## src/rtl/core/itoa_pkg.sv

```systemverilog
package itoa_pkg;

  // Widths of the value, radix, digit and character fields.
  localparam int VALUE_W   = 32;
  localparam int LEN_W     = $clog2(VALUE_W + 1);
  localparam int RADIX_W   = 6;
  localparam int DIGIT_W   = 6;
  localparam int CHAR_W    = 7;
  localparam int BUF_DEPTH = VALUE_W;
  localparam int ADDR_W    = $clog2(BUF_DEPTH);
  localparam int CNT_W     = $clog2(VALUE_W);

  // Radix limits and the radix that writes a sign.
  localparam logic [RADIX_W-1:0] RADIX_MIN = RADIX_W'(2);
  localparam logic [RADIX_W-1:0] RADIX_MAX = RADIX_W'(36);
  localparam logic [RADIX_W-1:0] RADIX_DEC = RADIX_W'(10);

  // ASCII codes used in the text.
  localparam logic [CHAR_W-1:0] CHAR_ZERO  = 7'h30;
  localparam logic [CHAR_W-1:0] CHAR_A     = 7'h41;
  localparam logic [CHAR_W-1:0] CHAR_MINUS = 7'h2D;
  localparam logic [DIGIT_W-1:0] DIGIT_MAX_DEC = DIGIT_W'(9);

  // Result of one division, as seen by the sequencer.
  typedef struct packed {
    logic                 done;
    logic [VALUE_W-1:0]   quotient;
    logic [DIGIT_W-1:0]   remainder;
  } div_res_t;

  // Map a digit value to its ASCII character.
  function automatic logic [CHAR_W-1:0] digit_char(input logic [DIGIT_W-1:0] d);
    logic [CHAR_W-1:0] dx;
    dx = CHAR_W'(d);
    if (d > DIGIT_MAX_DEC) begin
      return CHAR_A + dx - CHAR_W'(RADIX_DEC);
    end
    return CHAR_ZERO + dx;
  endfunction

endpackage

```

## src/rtl/core/int_to_ascii_radix_core.sv

```systemverilog
// Integer to ASCII text converter.
// The input channel (value_valid, value_stall) takes one signed 32-bit value
// and a radix; a radix below 2 or above 36 is clamped into that range.
// The output channel (char_valid, char_stall) gives the text one character
// per item, most significant first, with last set on the final character and
// text_length giving the character count on every item of the text.
// Radix ten writes a minus sign before the magnitude of a negative value; any
// other radix writes the digits of the two's complement bit pattern.
// Each digit comes from one pass of a shared bit-serial divider: a start,
// the quotient bits, then the hand-off of the digit to the buffer.
// After all digits are stored, and a minus sign after them, each character
// takes a buffer read, then a show. One value is worked on at a time;
// value_stall is high from acceptance until the last character has been taken.
// A stalled character holds on the outputs until char_stall falls.
// Synchronous reset returns the block to idle with no character pending.
module int_to_ascii_radix_core import itoa_pkg::*; (
  input  logic                clk,
  input  logic                rst,
  input  logic                value_valid,
  output logic                value_stall,
  input  logic [VALUE_W-1:0]  value,
  input  logic [RADIX_W-1:0]  radix,
  output logic                char_valid,
  input  logic                char_stall,
  output logic [CHAR_W-1:0]   character,
  output logic                last,
  output logic [LEN_W-1:0]    text_length
);

  typedef enum logic [2:0] {
    S_IDLE,
    S_START,
    S_WAIT,
    S_MINUS,
    S_READ,
    S_SHOW
  } state_t;

  state_t             state;
  logic [VALUE_W-1:0] num;
  logic [RADIX_W-1:0] radix_q;
  logic               minus;
  logic [LEN_W-1:0]   count;
  logic [ADDR_W-1:0]  idx;
  logic               div_start;
  div_res_t           div_res;

  logic [RADIX_W-1:0] radix_clamped;
  logic               negative;
  logic               buf_we;
  logic [CHAR_W-1:0]  buf_wdata;
  logic               buf_re;

  // Clamp the radix and decide whether a minus sign is written.
  always_comb begin
    radix_clamped = radix;
    if (radix < RADIX_MIN) begin
      radix_clamped = RADIX_MIN;
    end else if (radix > RADIX_MAX) begin
      radix_clamped = RADIX_MAX;
    end
    negative = value[VALUE_W-1] && (radix_clamped == RADIX_DEC);
  end

  // Character buffer writes: digits least significant first, then the sign.
  always_comb begin
    buf_we    = ((state == S_WAIT) && div_res.done) || (state == S_MINUS);
    buf_wdata = (state == S_MINUS) ? CHAR_MINUS : digit_char(div_res.remainder);
    buf_re    = (state == S_READ);
  end

  itoa_div u_div (
    .clk      (clk),
    .rst      (rst),
    .start    (div_start),
    .dividend (num),
    .divisor  (radix_q),
    .res      (div_res)
  );

  itoa_ram #(
    .WIDTH (CHAR_W),
    .DEPTH (BUF_DEPTH)
  ) u_buf (
    .clk   (clk),
    .we    (buf_we),
    .waddr (count[ADDR_W-1:0]),
    .wdata (buf_wdata),
    .re    (buf_re),
    .raddr (idx),
    .rdata (character)
  );

  // Sequencer: divide until the quotient is zero, then read the text back.
  always_ff @(posedge clk) begin
    if (rst) begin
      state      <= S_IDLE;
      div_start  <= 1'b0;
      char_valid <= 1'b0;
      last       <= 1'b0;
      count      <= '0;
      idx        <= '0;
      minus      <= 1'b0;
    end else begin
      case (state)
        S_IDLE: begin
          if (value_valid) begin
            num       <= negative ? (~value + VALUE_W'(1)) : value;
            radix_q   <= radix_clamped;
            minus     <= negative;
            count     <= '0;
            div_start <= 1'b1;
            state     <= S_START;
          end
        end
        S_START: begin
          div_start <= 1'b0;
          state     <= S_WAIT;
        end
        S_WAIT: begin
          if (div_res.done) begin
            count <= count + LEN_W'(1);
            num   <= div_res.quotient;
            if (div_res.quotient == '0) begin
              if (minus) begin
                state <= S_MINUS;
              end else begin
                idx   <= count[ADDR_W-1:0];
                state <= S_READ;
              end
            end else begin
              div_start <= 1'b1;
              state     <= S_START;
            end
          end
        end
        S_MINUS: begin
          count <= count + LEN_W'(1);
          idx   <= count[ADDR_W-1:0];
          state <= S_READ;
        end
        S_READ: begin
          char_valid <= 1'b1;
          last       <= (idx == '0);
          state      <= S_SHOW;
        end
        S_SHOW: begin
          if (!char_stall) begin
            char_valid <= 1'b0;
            if (last) begin
              state <= S_IDLE;
            end else begin
              idx   <= idx - ADDR_W'(1);
              state <= S_READ;
            end
          end
        end
        default: begin
          state <= S_IDLE;
        end
      endcase
    end
  end

  assign value_stall = (state != S_IDLE);
  assign text_length = count;

endmodule

```

## src/rtl/core/itoa_ram.sv

```systemverilog
module itoa_ram #(
  parameter int WIDTH = 8,
  parameter int DEPTH = 32
) (
  input  logic                     clk,
  input  logic                     we,
  input  logic [$clog2(DEPTH)-1:0] waddr,
  input  logic [WIDTH-1:0]         wdata,
  input  logic                     re,
  input  logic [$clog2(DEPTH)-1:0] raddr,
  output logic [WIDTH-1:0]         rdata
);

  logic [WIDTH-1:0] mem [DEPTH];

  // One write port and one registered read port; read data holds when idle.
  always_ff @(posedge clk) begin
    if (we) begin
      mem[waddr] <= wdata;
    end
    if (re) begin
      rdata <= mem[raddr];
    end
  end

endmodule

```

## src/rtl/core/itoa_div.sv

```systemverilog
module itoa_div import itoa_pkg::*; (
  input  logic                clk,
  input  logic                rst,
  input  logic                start,
  input  logic [VALUE_W-1:0]  dividend,
  input  logic [RADIX_W-1:0]  divisor,
  output div_res_t            res
);

  logic               busy;
  logic               done;
  logic [CNT_W-1:0]   cnt;
  logic [VALUE_W-1:0] quo;
  logic [DIGIT_W-1:0] rem;

  logic [DIGIT_W:0]   trial;
  logic [DIGIT_W:0]   diff;
  logic               ge;

  // One restoring step: shift in the next dividend bit and try to subtract.
  always_comb begin
    trial = {rem, quo[VALUE_W-1]};
    diff  = trial - {1'b0, divisor};
    ge    = (trial >= {1'b0, divisor});
  end

  // Divider sequencing, one quotient bit per cycle.
  always_ff @(posedge clk) begin
    if (rst) begin
      busy <= 1'b0;
      done <= 1'b0;
      cnt  <= '0;
    end else begin
      done <= 1'b0;
      if (start) begin
        quo  <= dividend;
        rem  <= '0;
        cnt  <= '0;
        busy <= 1'b1;
      end else if (busy) begin
        quo <= {quo[VALUE_W-2:0], ge};
        rem <= ge ? diff[DIGIT_W-1:0] : trial[DIGIT_W-1:0];
        cnt <= cnt + CNT_W'(1);
        if (cnt == CNT_W'(VALUE_W - 1)) begin
          busy <= 1'b0;
          done <= 1'b1;
        end
      end
    end
  end

  assign res.done      = done;
  assign res.quotient  = quo;
  assign res.remainder = rem;

endmodule

```

## config.mk

```make
export PLATFORM = sky130hd
export DESIGN_NAME = int_to_ascii_radix_core
export DESIGN_NICKNAME = d
export VERILOG_FILES = /design/src/rtl/core/itoa_pkg.sv /design/src/rtl/core/int_to_ascii_radix_core.sv /design/src/rtl/core/itoa_ram.sv /design/src/rtl/core/itoa_div.sv
export SDC_FILE = /design/constraint.sdc
export NUM_CORES = 1
export LEC_CHECK = 0
export BUFFER_PORTS_ARGS = -buffer_cell sky130_fd_sc_hd__buf_4
export CORE_UTILIZATION = 23
export DETAILED_ROUTE_END_ITERATION = 12
export PLACE_DENSITY = 0.44
export SLEW_MARGIN = 40
export SYNTH_ARGS = -nofsm -noshare
export SYNTH_HDL_FRONTEND = slang
export SYNTH_HIERARCHICAL = 1
export SYNTH_SLANG_ARGS = --single-unit
export TNS_END_PERCENT = 30
```

## constraint.sdc

```tcl
create_clock -name clk -period 9.3 [get_ports clk]
set_input_delay 1.395 -clock clk [delete_from_list [all_inputs] [get_ports clk]]
set_output_delay 1.395 -clock clk [all_outputs]
set_load 0.02 [all_outputs]
```

==> run metrics, run 1 <==
status complete, no violations; post-synthesis sequential area ratio 66.6%; Tot Pwr 3.43 mW; R2R setup slack 6.43 ns; clock latency on the worst-skew pair 0.54 ns; Cell Area, Synth 0.0146 mm2; PortBufs 57; hpwl dp 21.7 mm; postcts setup bufs 0; synth top area cells edfxtp_1 63%, mux4_2 11%, dfxtp_1 3.4%, mux2_2 3.2%, nor2_1 2.3%; Crit. End Element primary output; peak supply drop 103 uV; fin. max-slew vios 0; Yosys reg bits 332; unique cell type count in the Yosys netlist 60; post-synthesis mux area share 14.4%; PD cells 199 mW/mm2; WHS Path Cells 1; via count 8067; Final Net Count 1045; number of global-route vias before repair 8152; initial core utilization 23.2%; Max Freq 305 MHz; number of remaining DRC errors 0; Final setup viols 0; Die H 254 um; die area 0.0645 mm2; GRT overflow 0; cell depth of the worst flop-to-flop path 4; commonest non-fill, non-tap cell in the layout edfxtp_1; P&R area growth vs syn 17.6%; r2r endpoint u_buf/rdata[1]; DP Cell Count 1793; Ports 58; chip width 254 um; crit share post-route 35.2%; Min Hold Slack 0.496 ns; clk sinks 332; Synth top area share 63.1%; Post-DRT Antenna Nets 0; core area 0.0629 mm2; Synth Instances 922; Worst EP required 7.91 ns; Synth Area in Compound Gates 5.51%; top_reg_cell synth edfxtp_1; gr usage total 10.8%; initial antenna violation count 0; Routed WL per cell 18.3 um; max-cap viol count 0; TNS Setup 0 ns; adder-cell share of the synthesized area 1.51%; Fill cells 6464; final instance area 0.0172 mm2; CTS-repair resized insts 0; largest family of logic cells by synthesized area multiplexers; Max H-tree Level 2; first-pass GRT wire length 52.4 mm; gpl congestion 0.745; post-layout minimum cycle time 3.27 ns; multi-input logic area 0.00463 mm2; Lkg Pwr 5.23 nW; Hold Crit Start text_length[5]; Post-Layout Cell Count 1859; placed inst area 0.0160 mm2; final WL 34.1 mm; slew margin rel. 46.9%; antenna cells 0; FF-to-FF Start idx[0]; worst hold path type reg -> reg; num rows 92; Post-synth EDFFs 307; First-pass DRT Iterations 5; Post-Synth XOR/XNOR Area 2.40%; Seq. cell area 0.00973 mm2; Synth Net Count 981; dominant cell type by area after synthesis edfxtp_1; most frequent cells in the layout 307 x edfxtp_1, 84 x nor2_1, 70 x mux4_2; post-synthesis area per instance 15.8 um2; CP startpoint kind flip-flop; RSZ-0062 raised after global routing false; Worst Path Max Fanout 11; via/cell ratio 4.34; critical path arrival 1.88 ns; Worst-path clk slew 0.06 ns; CTS tree done; final hold vios 0; Starting DRT DRC Count 529; share of post-route cells with drive strength above 1 26.2%; FFs w/ async S/R, synth 0%; clock skew 0.0242 ns; CTS root buffer clkbuf_16; Crit Path Category reg -> out; largest net degree at the start of global routing 50; WHS Endpoint text_length[5]; Simple-Gate Fraction of Synth Area 7.49%; CTS hold repair buffers 0; Slew @ Worst Pin 0.789 ns; cts bufs inserted 37; CTS max path bufs 3; YS warnings 6
worst max-delay path, cell delays in order, from the launching register on:
cell,delay (ns)
dfxtp_1,0.61
clkinv_1,0.37
nand2_1,0.21
buf_4,0.16
synthesized netlist by cell type (9+ instances only):
cell,number
a21oi_1,26
clkbuf_1,26
dfxtp_1,25
edfxtp_1,307
ha_1,16
inv_1,24
mux2_2,41
mux4_2,70
nand2_1,52
nand2b_1,9
nand3_1,10
nor2_1,88
nor3_1,15
nor4_1,13
o21ai_0,33
o31ai_1,11
xnor2_1,17
xor2_1,23
report_power, final:
part / total (mW) / leakage [nW] / switching, mW / internal [mW]
Combinational: 0.261 / 1.68 / 0.174 / 0.0876
Sequential: 1.76 / 2.98 / 0.0242 / 1.73
Clock: 1.41 / 0.564 / 0.609 / 0.798
worst max-delay path by stage:
stage          depth (start not counted)  slack (ns)           to      from
3_3_place_gp                           6        5.53      num[17]  radix[4]
2_1_floorplan                          2        4.09       num[0]       rst
3_5_place_dp                           6        5.52      num[19]  value[1]
6_report                               3        6.03  value_stall  state[0]
4_1_cts                                3        6.00  value_stall  state[0]
5_1_grt                                3        5.83  value_stall  state[0]
final cells by class:
class,count,share of cell area (%)
Clock buffer,49,6.08
Clock inverter,17,0.656
Inverter,25,0.546
Multi-Input combinational cell,523,27.0
Sequential cell,332,56.6
Tap cell,846,6.16
Timing Repair Buffer,67,2.95
through the flow:
step,util (%),setup slack [ns]
2_1_floorplan,-,4.09
3_3_place_gp,25.4,5.53
3_5_place_dp,25.5,5.52
4_1_cts,27.3,6.00
5_1_grt,27.3,5.83
6_report,27.3,6.03
routing by layer:
metal,global-route usage (%),vias to the layer above,share of wire [%]
li1,-,3764,-
met1,16.0,4093,50
met2,15.9,176,43
met3,2.36,34,5.2
met4,2.19,0,1.4
met5,0,-,0
sequential cells by signal, indices dropped and copies added, names as in the netlist:
register / flops
minus: 1
u_div/done: 1
u_div/cnt: 5
char_valid: 1
idx: 5
num: 32
u_div/busy: 1
last: 1
u_div/rem: 6
u_div/quo: 32
div_start: 1
u_buf/rdata: 7
radix_q: 6
text_length: 6
u_buf/mem: 224
state: 3
cell families after synthesis:
kind of cell,count (synthesis)
compound gates,118
flops,332
simple gates,230
xor+xnor,40
fa+ha+maj,17
mux,118
buf+inv,67
Power figures use the tool's default switching activity.
==> run 2, diff against run 1 <==
--- a/config.mk
+++ b/config.mk
@@ -5,10 +5,11 @@
 export SDC_FILE = /design/constraint.sdc
 export NUM_CORES = 1
 export LEC_CHECK = 0
+export ABC_AREA = 1
 export BUFFER_PORTS_ARGS = -buffer_cell sky130_fd_sc_hd__buf_4
 export CORE_UTILIZATION = 23
 export DETAILED_ROUTE_END_ITERATION = 12
-export PLACE_DENSITY = 0.44
+export PLACE_DENSITY = 0.45
 export SLEW_MARGIN = 40
 export SYNTH_ARGS = -nofsm -noshare
 export SYNTH_HDL_FRONTEND = slang
==> constraint.sdc (replaced) <==
create_clock -name clk -period 2.9 [get_ports clk]
set_input_delay 0.435 -clock clk [delete_from_list [all_inputs] [get_ports clk]]
set_output_delay 0.435 -clock clk [all_outputs]
set_load 0.02 [all_outputs]
==> run 2 against run 1 <==
Against the previous run: first-iteration DRC count increased by 61%; cell count increased by 48%; global-route usage rose by 1.6 points; combinational power rose to 17 times the previous value; register-to-register slack worse by 6.2 ns; cell area grew 8.5%; sequential power rose to 3.7 times the previous value; setup slack worse by 5.8 ns; total power rose to 4.5 times the previous value; area after synthesis is 9.9% higher; critical endpoint is now u_buf/mem[26][3].
==> run metrics, run 2 <==
slew margin rel. 53.2% (+6.3 points); highest-delay cell along the critical path dfxtp_1; fin. max-slew vios 0 (unchanged); met1 Use GR 17.2% (+1.3 points); cell depth of the worst flop-to-flop path 9 (+5); most frequent cell on the critical path nor2_1; post-synthesis area per instance 9.21 um2 (-42%); WHS Path Cells 1 (unchanged); RSZ-0062 raised after global routing false; final WL 43.9 mm (+29%); Setup WS post-layout 0.269 ns (-5.76 ns); Synth Net Count 1801 (+84%); Internal 9.96 mW (+280%); status complete, no violations; Lkg Pwr 7.09 nW (+36%); worst hold path type in -> reg; hpwl dp 28.9 mm (+33%); Die H 266 um (+4.8%); clock latency on the worst-skew pair 0.54 ns (about the same); synth top area cells edfxtp_1 57%, nand2_1 16%, nand3_1 8.0%, nor2_1 3.8%, dfxtp_1 3.1%; Crit Path Category reg -> reg; Slew @ Worst Pin 0.700 ns (-0.0895 ns); clock skew 0.0269 ns (+0.00275 ns); largest net degree at the start of global routing 60 (+20%); R2R setup slack 0.27 ns (-6.16 ns); number of global-route vias before repair 11859 (+45%); met2 usage 19.9% (+4.0 points); Synth Instances 1742 (+89%); Fill cells 7333 (+13%); switching share of total power 34.8% (+11 points); Post-Layout Cell Count 2751 (+48%); CTS tree done; P&R area growth vs syn 16.2%; gr usage total 12.4% (+1.6 points); YS warnings 6 (unchanged); share of post-route cells with drive strength above 1 9.84% (-16 points); post-synthesis sequential area ratio 60.6% (-6.0 points); PortBufs 57 (unchanged); final hold vios 0 (unchanged); clock network fraction of total power 28.2% (-13 points); CTS max path bufs 3 (unchanged); commonest non-fill, non-tap cell in the layout nand2_1; max reg flops 224 (unchanged); cts bufs inserted 36 (-2.7%); Max H-tree Level 2 (unchanged); post-layout minimum cycle time 2.63 ns; Most flops, register u_buf/mem; Post-Place Setup Slack 0.266 ns (-5.25 ns); initial core utilization 23.3% (+0.079 points); GRT overflow 0 (unchanged); Tot Pwr 15.3 mW (+350%); Hold Crit Start radix[5]; Final Net Count 1854 (+77%); num rows 96 (+4.3%); worst stage delay on the critical path 0.58 ns (-0.03 ns); via/cell ratio 4.36 (+0.45%); Ports 58 (unchanged); postcts setup bufs 0 (unchanged); Worst EP required 3.07 ns (-4.84 ns); via count 11992 (+49%); top flop regs u_buf/mem x224, num x32, u_div/quo x32; Reg power frac 43.0% (-8.3 points); Post-synth EDFFs 307 (unchanged); Post-DRT Antenna Nets 0 (unchanged); Psw 5.31 mW (+560%); crit share post-route 90.7%; Logic pwr share 28.8% (+21 points); most frequent cells in the layout 673 x nand2_1, 307 x edfxtp_1, 257 x nand3_1; Yosys reg bits 332 (unchanged); Worst-path clk slew 0.06 ns (about the same); PD cells 819 mW/mm2 (+310%); max-cap viol count 0 (unchanged); Final setup viols 0 (unchanged); CTS hold repair buffers 0 (unchanged); r2r endpoint u_buf/mem[26][3]; chip width 266 um (+4.8%); top cells by count, synth 673 x nand2_1, 307 x edfxtp_1, 257 x nand3_1; core area 0.0688 mm2 (+9.5%); Crit. End Element flip-flop; first-pass GRT wire length 67.7 mm (+29%); Cell Area, Synth 0.0160 mm2 (+9.9%); top_reg_cell synth edfxtp_1; most used routing layer met2; number of remaining DRC errors 0 (unchanged); die area 0.0708 mm2 (+9.8%); most common cell in the synthesized netlist nand2_1; dominant cell type by area after synthesis edfxtp_1; clk sinks 332 (unchanged); FF-to-FF Start state[0]; routing usage on met3 1.84% (-0.52 points); Max Freq 380 MHz; First-pass DRT Iterations 5 (unchanged); Synth top area share 57.5% (-5.7 points); CTS-repair resized insts 0 (unchanged); critical path arrival 2.80 ns (+0.92 ns); Starting DRT DRC Count 851 (+61%); CP startpoint kind flip-flop; DP Cell Count 2688 (+50%); gpl congestion 0.850 (+14%); initial antenna violation count 0 (unchanged); crit-path cells inv_2 -> nand2_1 -> nor2_1 -> nand2_1 -> nand2_2 -> nor2_1 -> nand3_1 -> buf_4 -> nor2_1; peak supply drop 357 uV (+250%); Routed WL per cell 15.9 um (-13%); Worst Path Max Fanout 8 (-3); FFs w/ async S/R, synth 0% (unchanged); CTS root buffer clkbuf_16; WHS Endpoint radix_q[5]; antenna cells 0 (unchanged); unique cell type count in the Yosys netlist 47 (-22%)
## run 2: cell types whose count changed after synthesis, sizes merged, moves of 41 or more
cell   before  now
nand3      10  262
nand2      52  686
mux4       70    0
nor2       88  171
mux2       41    0
inv        24  103
## run 2: worst max-delay path by stage
stage / start / to / slack, ns / cells after the start
2_1_floorplan: div_start / u_div/quo[0] / -0.0006 / 3
3_3_place_gp: state[0] / u_buf/mem[14][2] / 0.32 / 9
3_5_place_dp: state[0] / u_buf/mem[26][4] / 0.27 / 9
4_1_cts: state[0] / u_buf/mem[26][3] / 0.27 / 9
5_1_grt: state[0] / u_buf/mem[26][3] / 0.01 / 9
6_report: state[0] / u_buf/mem[26][3] / 0.27 / 9
## run 2: through the flow
step	area, um2	util [%]	TNS, ns	hold WS [ns]
2_1_floorplan	16100	-	-0.0212	0.431
3_5_place_dp	17600	25.5	0	0.466
4_1_cts	18600	27.1	0	0.113
6_report	18600	27.1	0	0.138
3_3_place_gp	17600	25.5	0	0.453
5_1_grt	18600	27.1	0	0.122
## run 2: metal layers
metal	part of all wire, %	wire length [um]	vias up
met1	48	21000	5720
met2	45	19800	299
li1	-	-	5899
met5	0	0	-
met3	4.8	2110	74
met4	2.3	993	0
## run 2: cells by family (layout without fill, tap and decap cells)
group | count (synthesis) | in the layout | share of synthesized area [%]
flip-flops | 332 | 332 | 60.6
XOR/XNOR | 7 | 7 | 0.382
AND/OR/NAND/NOR | 1144 | 1144 | 30.0
buffers and inverters | 175 | 253 | 5.20
adder cells (fa/ha/maj) | 17 | 17 | 1.37
AO/OA/AOI/OAI | 67 | 67 | 2.47
## run 2: power groups by stage
stage	combinational (mW)	sequential [mW]	clock, mW
after CTS	4.49	6.57	4.44
after global placement	4.49	6.65	0
after floorplan	2.79	6.58	0
after global routing	4.92	6.61	4.61
final	4.41	6.56	4.30
after detailed placement	4.48	6.66	0
## run 2: worst max-delay path, delay by kind of cell (launching register included)
kind,cells,cell delay (ns)
AND/OR/NAND/NOR,7,1.36
flip-flops,1,0.58
buffers and inverters,2,0.31
## run 2: area by class of cell
class                   instances  area (um2)  area share (%)
repair buffers                 86         721            3.87
multi-input cells            1235        5570            29.9
inverters                     104         393            2.11
clock buffers                  50         973            5.22
clock inverters                13        96.3           0.517
well taps                     931        1160            6.25
flip-flops and latches        332        9720            52.2
